### src/rtl/core/tlt_pkg.sv
// Types and constants shared by the tokenizer unit.
package tlt_pkg;

  localparam int TEXT_BYTES = 8;
  localparam int TEXT_W     = 8 * TEXT_BYTES;
  localparam int LINE_W     = 24;
  localparam int FIFO_DEPTH = 4;
  localparam int PTR_W      = $clog2(FIFO_DEPTH);
  localparam int FILL_W     = PTR_W + 1;

  localparam logic [LINE_W-1:0] LINE_MAX = '1;
  localparam logic [LINE_W-1:0] LINE_ONE = LINE_W'(1);

  localparam logic [7:0] CH_NEWLINE = 8'h0A;
  localparam logic [7:0] CH_TAB     = 8'h09;
  localparam logic [7:0] CH_CR      = 8'h0D;
  localparam logic [7:0] CH_SPACE   = 8'h20;
  localparam logic [7:0] CH_LT      = 8'h3C;
  localparam logic [7:0] CH_PLUS    = 8'h2B;
  localparam logic [7:0] CH_EQUAL   = 8'h3D;
  localparam logic [7:0] CH_COLON   = 8'h3A;

  localparam logic [TEXT_W-1:0] KW_INPUT = 64'h0000_0074_7570_6E69;
  localparam logic [TEXT_W-1:0] KW_PRINT = 64'h0000_0074_6E69_7270;
  localparam logic [TEXT_W-1:0] KW_GOTO  = 64'h0000_0000_6F74_6F67;
  localparam logic [TEXT_W-1:0] KW_IF    = 64'h0000_0000_0000_6669;
  localparam logic [TEXT_W-1:0] KW_THEN  = 64'h0000_0000_6E65_6874;

  typedef enum logic [1:0] {
    MODE_IDLE  = 2'd0,
    MODE_LABEL = 2'd1,
    MODE_INT   = 2'd2,
    MODE_IDENT = 2'd3
  } scan_mode_t;

  typedef enum logic [3:0] {
    TOK_END     = 4'd0,
    TOK_LT      = 4'd1,
    TOK_PLUS    = 4'd2,
    TOK_EQUAL   = 4'd3,
    TOK_LABEL   = 4'd4,
    TOK_INT     = 4'd5,
    TOK_IDENT   = 4'd6,
    TOK_INPUT   = 4'd7,
    TOK_PRINT   = 4'd8,
    TOK_GOTO    = 4'd9,
    TOK_IF      = 4'd10,
    TOK_THEN    = 4'd11,
    TOK_INVALID = 4'd12
  } token_kind_t;

  typedef struct packed {
    token_kind_t       kind;
    logic [TEXT_W-1:0] text;
    logic [7:0]        len;
    logic              trunc;
    logic [LINE_W-1:0] line;
    logic              last;
  } token_t;

endpackage

### src/rtl/core/toy_language_tokenizer_unit.sv
// Character-at-a-time tokenizer with a small result queue.
// A token caused by an item is written into the registered result queue when the item is accepted.
// Throughput: one item per cycle while each item yields at most one token and the
// sink keeps up; an item yielding two tokens fills two queue entries at once.
// Input stalls while fewer than two of the four queue entries are free.
// Synchronous active-low reset: idle, line 1, queue empty; the end item restores idle and line 1.
module toy_language_tokenizer_unit
  import tlt_pkg::*;
#(
  parameter int MAX_TEXT = 8
) (
  input  logic              clk,
  input  logic              rst_n,
  input  logic              in_valid,
  output logic              in_stall,
  input  logic [7:0]        in_char_code,
  input  logic              in_end_of_input,
  output logic              out_valid,
  input  logic              out_stall,
  output logic [3:0]        out_token_kind,
  output logic [TEXT_W-1:0] out_text_bytes,
  output logic [7:0]        out_text_length,
  output logic              out_text_truncated,
  output logic [LINE_W-1:0] out_source_line,
  output logic              out_last_of_run
);

  scan_mode_t        mode_r, mode_nxt;
  logic [7:0]        count_r, count_nxt;
  logic [LINE_W-1:0] line_r, line_nxt;
  logic [7:0]        store_r [MAX_TEXT];

  token_t            fifo_r [FIFO_DEPTH];
  logic [PTR_W-1:0]  wr_ptr_r, rd_ptr_r;
  logic [FILL_W-1:0] fill_r;

  logic              accept, pop;
  logic              is_alpha, is_digit, is_space, class_hit;
  logic              trunc;
  logic [TEXT_W-1:0] packed_text;
  logic              flush_v, second_v;
  token_t            flush_tok, second_tok, e0, e1;
  logic [1:0]        push_cnt;
  logic              st_we;
  logic [7:0]        st_idx;

  assign in_stall = fill_r > FILL_W'(FIFO_DEPTH - 2);
  assign accept   = in_valid && !in_stall;
  assign out_valid = fill_r != '0;
  assign pop       = out_valid && !out_stall;

  always_comb begin
    is_alpha = (in_char_code >= 8'h61 && in_char_code <= 8'h7A) ||
               (in_char_code >= 8'h41 && in_char_code <= 8'h5A);
    is_digit = in_char_code >= 8'h30 && in_char_code <= 8'h39;
    is_space = in_char_code == CH_SPACE ||
               (in_char_code >= CH_TAB && in_char_code <= CH_CR);
    unique case (mode_r)
      MODE_LABEL: class_hit = is_alpha;
      MODE_INT:   class_hit = is_digit;
      MODE_IDENT: class_hit = is_alpha || is_digit;
      default:    class_hit = 1'b0;
    endcase

    packed_text = '0;
    for (int i = 0; i < MAX_TEXT; i++) begin
      if (8'(i) < count_r) begin
        packed_text[8*i +: 8] = store_r[i];
      end
    end
    trunc = count_r > 8'(MAX_TEXT);

    flush_tok       = '0;
    flush_tok.line  = line_r;
    flush_tok.text  = packed_text;
    flush_tok.len   = count_r;
    flush_tok.trunc = trunc;
    unique case (mode_r)
      MODE_LABEL: flush_tok.kind = TOK_LABEL;
      MODE_INT:   flush_tok.kind = TOK_INT;
      default:    flush_tok.kind = TOK_IDENT;
    endcase
    if (mode_r == MODE_IDENT && !trunc) begin
      if (count_r == 8'd5 && packed_text == KW_INPUT) begin
        flush_tok.kind = TOK_INPUT;
      end else if (count_r == 8'd5 && packed_text == KW_PRINT) begin
        flush_tok.kind = TOK_PRINT;
      end else if (count_r == 8'd4 && packed_text == KW_GOTO) begin
        flush_tok.kind = TOK_GOTO;
      end else if (count_r == 8'd2 && packed_text == KW_IF) begin
        flush_tok.kind = TOK_IF;
      end else if (count_r == 8'd4 && packed_text == KW_THEN) begin
        flush_tok.kind = TOK_THEN;
      end
      if (flush_tok.kind != TOK_IDENT) begin
        flush_tok.text  = '0;
        flush_tok.len   = '0;
        flush_tok.trunc = 1'b0;
      end
    end

    second_tok      = '0;
    second_tok.line = line_r;
    second_tok.kind = TOK_END;
    second_v  = 1'b0;
    flush_v   = 1'b0;
    mode_nxt  = mode_r;
    count_nxt = count_r;
    line_nxt  = line_r;
    st_we     = 1'b0;
    st_idx    = count_r;

    if (in_end_of_input) begin
      flush_v   = mode_r != MODE_IDLE;
      second_v  = 1'b1;
      mode_nxt  = MODE_IDLE;
      count_nxt = '0;
      line_nxt  = LINE_ONE;
    end else if (mode_r != MODE_IDLE && class_hit) begin
      st_we = count_r < 8'(MAX_TEXT);
      if (count_r != 8'hFF) begin
        count_nxt = count_r + 8'd1;
      end
    end else begin
      flush_v   = mode_r != MODE_IDLE;
      mode_nxt  = MODE_IDLE;
      count_nxt = '0;
      if (is_space) begin
        if (in_char_code == CH_NEWLINE && line_r != LINE_MAX) begin
          line_nxt = line_r + LINE_ONE;
        end
      end else if (in_char_code == CH_LT) begin
        second_v        = 1'b1;
        second_tok.kind = TOK_LT;
      end else if (in_char_code == CH_PLUS) begin
        second_v        = 1'b1;
        second_tok.kind = TOK_PLUS;
      end else if (in_char_code == CH_EQUAL) begin
        second_v        = 1'b1;
        second_tok.kind = TOK_EQUAL;
      end else if (in_char_code == CH_COLON) begin
        mode_nxt = MODE_LABEL;
      end else if (is_digit || is_alpha) begin
        mode_nxt  = is_digit ? MODE_INT : MODE_IDENT;
        count_nxt = 8'd1;
        st_we     = 1'b1;
        st_idx    = '0;
      end else begin
        second_v            = 1'b1;
        second_tok.kind     = TOK_INVALID;
        second_tok.text     = TEXT_W'(in_char_code);
        second_tok.len      = 8'd1;
      end
    end

    e0 = flush_v ? flush_tok : second_tok;
    e1 = second_tok;
    e0.last = !(flush_v && second_v);
    e1.last = 1'b1;
    push_cnt = accept ? (2'(flush_v) + 2'(second_v)) : 2'd0;
  end

  always_ff @(posedge clk) begin
    if (!rst_n) begin
      mode_r   <= MODE_IDLE;
      count_r  <= '0;
      line_r   <= LINE_ONE;
      wr_ptr_r <= '0;
      rd_ptr_r <= '0;
      fill_r   <= '0;
    end else begin
      if (accept) begin
        mode_r  <= mode_nxt;
        count_r <= count_nxt;
        line_r  <= line_nxt;
      end
      wr_ptr_r <= wr_ptr_r + PTR_W'(push_cnt);
      rd_ptr_r <= rd_ptr_r + PTR_W'(pop);
      fill_r   <= fill_r + FILL_W'(push_cnt) - FILL_W'(pop);
    end
  end

  always_ff @(posedge clk) begin
    for (int i = 0; i < MAX_TEXT; i++) begin
      if (accept && st_we && st_idx == 8'(i)) begin
        store_r[i] <= in_char_code;
      end
    end
    if (push_cnt != 2'd0) begin
      fifo_r[wr_ptr_r] <= e0;
    end
    if (push_cnt == 2'd2) begin
      fifo_r[wr_ptr_r + PTR_W'(1)] <= e1;
    end
  end

  assign out_token_kind     = fifo_r[rd_ptr_r].kind;
  assign out_text_bytes     = fifo_r[rd_ptr_r].text;
  assign out_text_length    = fifo_r[rd_ptr_r].len;
  assign out_text_truncated = fifo_r[rd_ptr_r].trunc;
  assign out_source_line    = fifo_r[rd_ptr_r].line;
  assign out_last_of_run    = fifo_r[rd_ptr_r].last;

endmodule
### config.mk
export PLATFORM = sky130hd
export DESIGN_NAME = toy_language_tokenizer_unit
export DESIGN_NICKNAME = d
export VERILOG_FILES = /design/src/rtl/core/tlt_pkg.sv /design/src/rtl/core/toy_language_tokenizer_unit.sv
export SDC_FILE = /design/constraint.sdc
export NUM_CORES = 1
export LEC_CHECK = 0
export BUFFER_PORTS_ARGS = -buffer_cell sky130_fd_sc_hd__clkbuf_2
export CAP_MARGIN = 30
export CORE_MARGIN = 1
export CORE_UTILIZATION = 55
export DETAILED_ROUTE_END_ITERATION = 10
export PLACE_DENSITY = 0.85
export SYNTH_ARGS = -nofsm -noshare
export SYNTH_HDL_FRONTEND = slang
export SYNTH_SLANG_ARGS = --single-unit
### constraint.sdc
create_clock -name clk -period 13.5 [get_ports clk]
set_clock_uncertainty 0.1 [all_clocks]
set_input_delay 0 -clock clk [delete_from_list [all_inputs] [get_ports clk]]
set_output_delay 0 -clock clk [all_outputs]
set_load 0.1 [all_outputs]
Yosys cells after proc, flatten, opt, wreduce, memory -nomap -nowiden
Memory sizes are Yosys's and may differ from the RTL's. A register that Yosys moved wholly into a read port is not among the register bits.
Cells that the tools add are included.
- equal/unequal tests: 30
- mux-type cells: 121
- add/subtract/negate cells: 8
- magnitude comparators: 19
- reductions and logical operators: 47
- operators with widths (kind ; count):
    $mux W76 ; 5
    $mux W72 ; 3
    $mux W8 ; 26
    $eq A64 B31 Y1 const B ; 2
    $eq A64 B39 Y1 const B ; 2
    $mux W102 ; 1
    $mux W24 ; 4
    $mux W77 ; 1
    $mux W73 ; 1
    $eq A64 B15 Y1 const B ; 1
    $reduce_or A8 Y1 ; 7
    $mux W1 ; 52
    $eq A8 B3 Y1 const B ; 6
    $eq A8 B6 Y1 const B ; 5
    $mux W4 ; 9
    $lt A3 B8 Y1 const A ; 4
    $add A24 B1 Y24 const B ; 1
    $eq A8 B2 Y1 const B ; 3
    $logic_and A1 B1 Y1 ; 24
    $ne A24 B24 Y1 const B ; 1
    $mux W3 ; 7
    $mux W2 ; 10
    $ge A8 B7 Y1 const B ; 2
    $le A8 B7 Y1 const B ; 2
    33 further kinds ; 46
- bits in registers: 41
- logic and storage cells: 233
- output and inout bits: 104
- memories: 2
- memory bits (writable): 472
- memory list (name ; words ; bits a word ; read ports ; clocked after memory_dff ; write ports ; RTL line ; RTL):
    fifo_r ; 4 ; 102 ; 1 ; 1 ; 2 ; toy_language_tokenizer_unit.sv:33 ; token_t fifo_r [FIFO_DEPTH];
    store_r ; 8 ; 8 ; 8 ; 0 ; 1 ; toy_language_tokenizer_unit.sv:31 ; logic [7:0] store_r [MAX_TEXT];

Logic depth before layout (Yosys ltp)
Gate-level depths: netlist of the first run.
- depth after elaboration: 24
- mapped depth: 18

Least setup slack after synthesis of the first run
OpenSTA, ideal clock, no wires.
- kind: input -> register
- start: in in_char_code[5]
- end: mem fifo_r[1][100] in the netlist's numbering, enable pin
- slack: 8.397 ns
- stages on the path: 13
- library setup time: 0.412 ns
- data required time: 12.988 ns
- arrival: 4.591 ns
- cell sequence: clkbuf_1 -> nor4bb_1 -> and2_1 -> a32oi_1 -> o21ai_1 -> clkinv_1 -> clkbuf_1 -> ha_1 -> clkbuf_1 -> nor4_1 -> nor2_1 -> inv_1 -> clkbuf_1
- RTL lines (element ; RTL line ; RTL):
    start, declared ; toy_language_tokenizer_unit.sv:16 ; input logic [7:0] in_char_code,
    end, declared ; toy_language_tokenizer_unit.sv:33 ;

==> results of run 1 <==
-- power by group through the flow --
stage	logic [W]	clock network [W]	registers (W)
global placement	0.000970	0	0.00177
finish	0.000997	0.00133	0.00174
floorplan	0.000825	0	0.00173
global route	0.00103	0.00140	0.00175
CTS	0.000989	0.00133	0.00174
detailed placement	0.000982	0	0.00177
-- area by class of cell --
type,instances,area [um2]
fillers,2840,14070
flip-flops and latches,513,12400
multi-input cells,1229,8383
clock buffers,73,1423
repair buffers,149,915.9
well taps,511,639.4
clock inverters,16,116.4
inverters,21,78.83
-- per-layer routing --
metal | wire, um | up-vias
met5 | 10 | -
met4 | 1385 | 2
met3 | 4687 | 114
met2 | 26590 | 782
met1 | 21440 | 7724
li1 | - | 7019
-- metrics by stage --
stage	hold slack, ps	std cells
finish	348.5	2512
global route	357.8	2512
CTS	350.4	2511
detailed placement	337.9	2408
global placement	327.8	2402
floorplan	-1.131	1888
-- worst max-delay path, cell delays in order --
cell and delay (ps):
dlygate4sd3_1 520, clkbuf_2 440, nor4bb_1 610, and2_1 270, a32oi_1 80, o21ai_1 490, clkinv_1 570, ha_1 560
o21ai_1 400, nor3_1 240, nor2_4 140, buf_4 620, inv_2 270, buf_12 270, and2_1 200
-- sequential cells by signal, indices dropped and copies added (netlist names) --
register and count:
count_r 8, fifo_r 408, fill_r 3, line_r 24, mode_r 2, rd_ptr_r 2
store_r 64, wr_ptr_r 2
-- Yosys cell counts (all sizes together), types with 17 or more instances --
cell | n | area [um2]
clkbuf | 97 | 384.1
o2bb2ai | 32 | 280.3
nor2 | 61 | 229.0
o22ai | 32 | 200.2
buf | 28 | 244.0
a21oi | 24 | 120.1
nor3 | 23 | 115.1
nand3 | 31 | 155.2
nand4 | 17 | 112.6
xnor2 | 24 | 210.2
edfxtp | 212 | 6366
mux4 | 102 | 2297
nor4 | 29 | 193.9
and2 | 103 | 644.4
o21ai | 256 | 1289
inv | 20 | 75.07
nand2 | 366 | 1374
dfxtp | 301 | 6026
-- cell families after synthesis --
family / count (synthesis)
AND/OR/NAND/NOR: 691
flip-flops: 513
AO/OA/AOI/OAI: 393
buffers and inverters: 146
multiplexers: 102
XOR/XNOR: 26
adder cells (fa/ha/maj): 17
-- repair_timing --
item,CTS,global route
buffers inserted,0,0
hold buffers,14,0
hold endpoints to repair,123,0
-- worst min-delay path by stage --
stage                                       to  depth (start not counted)
global placement    fifo_r[2][79]$_SDFFE_PP0P_                          2
floorplan              store_r[0][0]$_DFFE_PP_                          0
detailed placement  fifo_r[3][77]$_SDFFE_PP0P_                          2
global route        fifo_r[3][45]$_SDFFE_PP0P_                          2
finish              fifo_r[3][77]$_SDFFE_PP0P_                          2
CTS                 fifo_r[2][62]$_SDFFE_PP0P_                          2
==> impl_metrics.env, run 1 <==
export IMPL_met1_usage=0.3642
export IMPL_grt_use_total=0.2751
export IMPL_critPathKind="in -> reg"
export IMPL_tightest_slew_ps=1076
export IMPL_drive_gt1_frac=0.1724
export IMPL_p_int_w=0.002648
export IMPL_hold_viol=0
export IMPL_synth_fa_ha_area_frac=0.01027
export IMPL_cp_data_arrival_time_ps=5810
export IMPL_synthMuxAreaShare=0.1072
export IMPL_grt_remaining_overflow=0
export IMPL_drt_wl_total_mm=54.11
export IMPL_die_w_um=199.4
export IMPL_yosys_warnings=0
export IMPL_globalplace_congestion=0.9180
export IMPL_drc=0
export IMPL_ys_ff_latch=513
export IMPL_wire_per_inst_um=21.54
export IMPL_cts_sinks=513
export IMPL_worstPathMaxFanout=61
export IMPL_r2r_worst_path_cells=13
export IMPL_dieArea_mm2=0.03976
export IMPL_clk_pin_slew_ps=60
export IMPL_crit_required_ps=13730
export IMPL_cts_resized=0
export IMPL_grt_pass1_wl_mm=83.48
export IMPL_areaGrowthSynthToFinish_pct=11.77
export IMPL_ios=117
export IMPL_viasPerCell=6.227
export IMPL_syn_avg_cell_area_um2=11.35
export IMPL_grt_busiest_layer="met2"
export IMPL_r2r_start="mode_r[0]$_SDFFE_PN0P_"
export IMPL_postLayoutCellArea_mm2=0.02396
export IMPL_tns_ps=0
export IMPL_p_sw_frac=0.3476
export IMPL_crit_start="in_char_code[5]"
export IMPL_hp_start="fifo_r[3][77]$_SDFFE_PP0P_"
export IMPL_worstReg2RegEnd="fifo_r[0][20]$_DFFE_PP_"
export IMPL_core_area_mm2=0.03802
export IMPL_port_buffer_count=116
export IMPL_dr_pass1_iters=5
export IMPL_relSlewSlack=0.2775
export IMPL_dp_slack_ps=8084
export IMPL_synth_compound_area_frac=0.1081
export IMPL_cp_end_kind="flop"
export IMPL_cts_tree="yes"
export IMPL_rsz0062_at_grt="false"
export IMPL_start_kind="input pin"
export IMPL_setup_viol=0
export IMPL_synth_distinct_cells=70
export IMPL_numCtsBuffers=49
export IMPL_antenna_cells=0
export IMPL_first_iter_violations=1559
export IMPL_netlist_instances=1888
export IMPL_slew_violations=0
export IMPL_setup_ws_ps=7916
export IMPL_layout_commonest_cell="nand2_1"
export IMPL_final_nets=1993
export IMPL_clockBufferDepth=3
export IMPL_clk_latency_ps=590
export IMPL_power_w=0.004059
export IMPL_final_cell_mix="nand2_1, dfxtp_1, o21ai_0"
export IMPL_grt_max_degree=69
export IMPL_grt_pass1_vias=15200
export IMPL_postLayoutCoreUtil=0.6301
export IMPL_h_tree_depth=2
export IMPL_rows=71
export IMPL_vias=15640
export IMPL_dp_hpwl_mm=33.38
export IMPL_async_reset_ff_frac=0
export IMPL_synthFlopType="dfxtp_1"
export IMPL_synth_simple_gate_area_share=0.1527
export IMPL_placed_area_mm2=0.02225
export IMPL_die_height_um=199.4
export IMPL_grt_util_met3=0.05013
export IMPL_power_density_mw_per_mm2=169.4
export IMPL_status="finished clean"
export IMPL_antenna_found_initial=1
export IMPL_p_clk_frac=0.327
export IMPL_leakagePower_nw=8.092
export IMPL_ir_worst_vdd_v=0.0002139
export IMPL_root_buffer="clkbuf_16"
export IMPL_max_freq_ghz=0.1791
export IMPL_post_route_period_util=0.4136
export IMPL_crit_end="fifo_r[0][20]$_DFFE_PP_"
export IMPL_ant_nets=0
export IMPL_hold_path_class="reg -> reg"
export IMPL_period_needed_ps=5584
export IMPL_combPwrFrac=0.246
export IMPL_start_util=0.5637
export IMPL_synth_xor_area_share=0.01062
export IMPL_synth_edf_count=212
export IMPL_seqPwrFrac=0.428
export IMPL_synth_top_family_by_area="simple AND/OR/NAND/NOR gates"
export IMPL_max_cap_violations=0
export IMPL_syn_cell_area_mm2=0.02143
export IMPL_syn_nets=1918
export IMPL_p_switching_w=0.001411
export IMPL_met2_usage=0.4552
export IMPL_r2r_slack_ps=8260
export IMPL_synth_seq_area_share=0.5782
Note: power is estimated with default switching activity, not from simulation.
==> run 2, diff against run 1 <==
ABC_AREA = 1   (was default)
PLACE_DENSITY = 0.88   (was 0.85)
clock period = 4.5 ns   (was 13.5 ns; I/O delays follow)
==> run 2 against run 1 <==
Effect of this change: clock power rose to 3.2 times the previous value; utilization down 0.38 points; synthesized cell count up 48%; routed wire length up 27%; sequential power rose to 3.3 times the previous value; sequential share of layout area down 3.4 points; critical path type is now reg -> reg; critical endpoint is now fifo_r[2][37]$_DFFE_PP_; largest cell class unchanged.
==> impl_metrics.env, run 2 <==
export IMPL_status="finished clean"
export IMPL_synth_common_cells="nand2_1, nor2_1, o21ai_0"
export IMPL_antenna_found_initial=0
export IMPL_postLayoutCellArea_mm2=0.02563
export IMPL_cts_resized=0
export IMPL_setup_viol=0
export IMPL_critPathKind="reg -> reg"
export IMPL_syn_cell_area_mm2=0.02292
export IMPL_final_nets=2882
export IMPL_stdcell_count=3425
export IMPL_netlist_instances=2801
export IMPL_syn_avg_cell_area_um2=8.183
export IMPL_synth_seq_area_share=0.5407
export IMPL_max_freq_ghz=0.2453
export IMPL_clk_latency_ps=610
export IMPL_synth_edf_count=212
export IMPL_synthTopCellsByArea="edfxtp_1, dfxtp_1, nand2_1"
export IMPL_synth_top_area_share=0.2778
export IMPL_synth_distinct_cells=43
export IMPL_r2r_start="count_r[1]$_SDFFE_PN0P_"
export IMPL_synth_most_common_cell="nand2_1"
export IMPL_port_buffer_count=116
export IMPL_met3WireLength_mm=7.862
export IMPL_placed_area_mm2=0.02382
export IMPL_core_area_mm2=0.04092
export IMPL_ant_nets=0
export IMPL_globalplace_congestion=0.9666
export IMPL_hold_viol=0
export IMPL_grt_max_degree=87
export IMPL_power_density_mw_per_mm2=697.4
export IMPL_cts_tree="yes"
export IMPL_crit_end="fifo_r[2][37]$_DFFE_PP_"
export IMPL_tightest_slew_ps=943.2
export IMPL_ir_worst_vdd_v=0.0005988
export IMPL_first_iter_violations=2862
export IMPL_wire_per_inst_um=20.00
export IMPL_rows=74
export IMPL_synthFlopType="dfxtp_1"
export IMPL_die_w_um=206.1
export IMPL_vias=21090
export IMPL_clk_pin_slew_ps=70
export IMPL_start_util=0.5600
export IMPL_cts_sinks=513
export IMPL_r2r_slack_ps=420
export IMPL_grt_pass1_vias=19850
export IMPL_worstReg2RegEnd="fifo_r[2][37]$_DFFE_PP_"
export IMPL_relSlewSlack=0.3712
export IMPL_drive_gt1_frac=0.1034
export IMPL_grt_use_total=0.3192
export IMPL_cp_end_kind="flop"
export IMPL_grt_pass1_wl_mm=106.3
export IMPL_die_height_um=206.1
export IMPL_h_tree_depth=2
export IMPL_largest_register_ffs=408
export IMPL_timing_hold_ws_ps=273.6
export IMPL_cp_data_arrival_time_ps=4320
export IMPL_ys_ff_latch=513
export IMPL_largest_registers="fifo_r x408, store_r x64, line_r x24"
export IMPL_final_cell_mix="nand2_1, nor2_1, o21ai_0"
export IMPL_root_buffer="clkbuf_16"
export IMPL_regMostFlops="fifo_r"
export IMPL_worstPathMaxFanout=43
export IMPL_dieArea_mm2=0.04249
export IMPL_antenna_cells=0
export IMPL_tns_ps=0
export IMPL_dr_pass1_iters=7
export IMPL_async_reset_ff_frac=0
export IMPL_dp_hpwl_mm=42.72
export IMPL_dr_max_layer_used="met4"
export IMPL_met1_length_mm=26.90
export IMPL_leakagePower_nw=9.347
export IMPL_syn_nets=2831
export IMPL_viasPerCell=6.159
export IMPL_met2_length_mm=31.24
export IMPL_clockBufferDepth=3
export IMPL_hold_path_class="in -> reg"
export IMPL_placedCellCount=3317
export IMPL_crit_required_ps=4750
export IMPL_yosys_warnings=0
export IMPL_max_cap_violations=0
export IMPL_areaGrowthSynthToFinish_pct=11.83
export IMPL_slew_violations=0
export IMPL_post_route_period_util=0.9058
export IMPL_layout_commonest_cell="nand2_1"
export IMPL_drc=0
export IMPL_ios=117
export IMPL_grt_remaining_overflow=0
export IMPL_drt_wl_total_mm=68.49
export IMPL_synth_top_cell_by_area="edfxtp_1"
export IMPL_numCtsBuffers=50
export IMPL_rsz0062_at_grt="false"
export IMPL_r2r_worst_path_cells=20
export IMPL_start_kind="flop"
export IMPL_period_needed_ps=4076
export IMPL_power_w=0.01787
export IMPL_crit_start="count_r[1]$_SDFFE_PN0P_"
-- run 2: worst min-delay path by stage --
stage                               start                        to  slack, ps  cells after the start
after floorplan           in_char_code[0]   store_r[0][0]$_DFFE_PP_         -1                      0
after global placement              rst_n      fill_r[1]$_SDFF_PN0_        320                      3
after detailed placement            rst_n      fill_r[0]$_SDFF_PN0_        320                      3
after CTS                 in_char_code[6]  store_r[1][14]$_DFFE_PP_        260                      2
after global routing      in_char_code[6]  store_r[1][14]$_DFFE_PP_        300                      2
final                     in_char_code[5]   store_r[1][5]$_DFFE_PP_        270                      3
-- run 2: layout make-up --
type	count	area (um2)
fillers	3241	15290
flip-flops and latches	513	12400
multi-input cells	1966	9255
clock buffers	84	1555
repair buffers	173	1101
well taps	532	665.6
inverters	148	560.5
clock inverters	9	96.34
-- run 2: worst max-delay path, stage by stage (launching register included) --
cell and delay (ps):
dfxtp_1 450, ha_1 300, nand2_1 170, nand4_1 440, o21ai_0 240, nand2_1 70, nor2_1 110, nand2_1 110
nor2_2 250, inv_2 50, nor2_2 140, inv_1 50, nand2_1 60, nand2_1 90, nand2_1 110, nand2_4 310
buf_4 350, nand3_1 90, nand2_1 130, nand2_1 80, nand2_1 70
-- run 2: per-stage QoR --
stage          utilization  worst slack (ps)
6_report            0.6263             424.1
5_1_grt             0.6263             72.64
4_1_cts             0.6257             478.9
3_5_place_dp        0.5822             450.3
3_3_place_gp        0.5822             497.8
2_1_floorplan            -             284.4
-- run 2: where the power goes --
| group | internal [W] | switching, W |
|---|---|---|
| combinational | 0.00122 | 0.00668 |
| sequential | 0.00545 | 0.000312 |
| clock | 0.00241 | 0.00180 |
| total | 0.00909 | 0.00879 |
-- run 2: cell families (layout without fill, tap and decap cells) --
family / count (synthesis) / in the layout / synth area share
AO/OA/AOI/OAI: 653 / 653 / 0.1501
XOR/XNOR: 8 / 8 / 0.003057
adder cells (fa/ha/maj): 17 / 17 / 0.009608
buffers and inverters: 322 / 414 / 0.05683
flip-flops: 513 / 513 / 0.5407
AND/OR/NAND/NOR: 1288 / 1288 / 0.2398
-- run 2: timing repair --
action / CTS / global route
hold endpoints to repair: 87 / 0
hold buffers: 13 / 0
setup buffers: 0 / 0
endpoints found under the setup margin: 0 / 0
-- run 2: metal layers --
metal	up-vias	global-route usage
met4	0	0.1229
met5	-	0
met1	9988	0.4379
li1	9531	-
met3	197	0.06008
met2	1378	0.4995
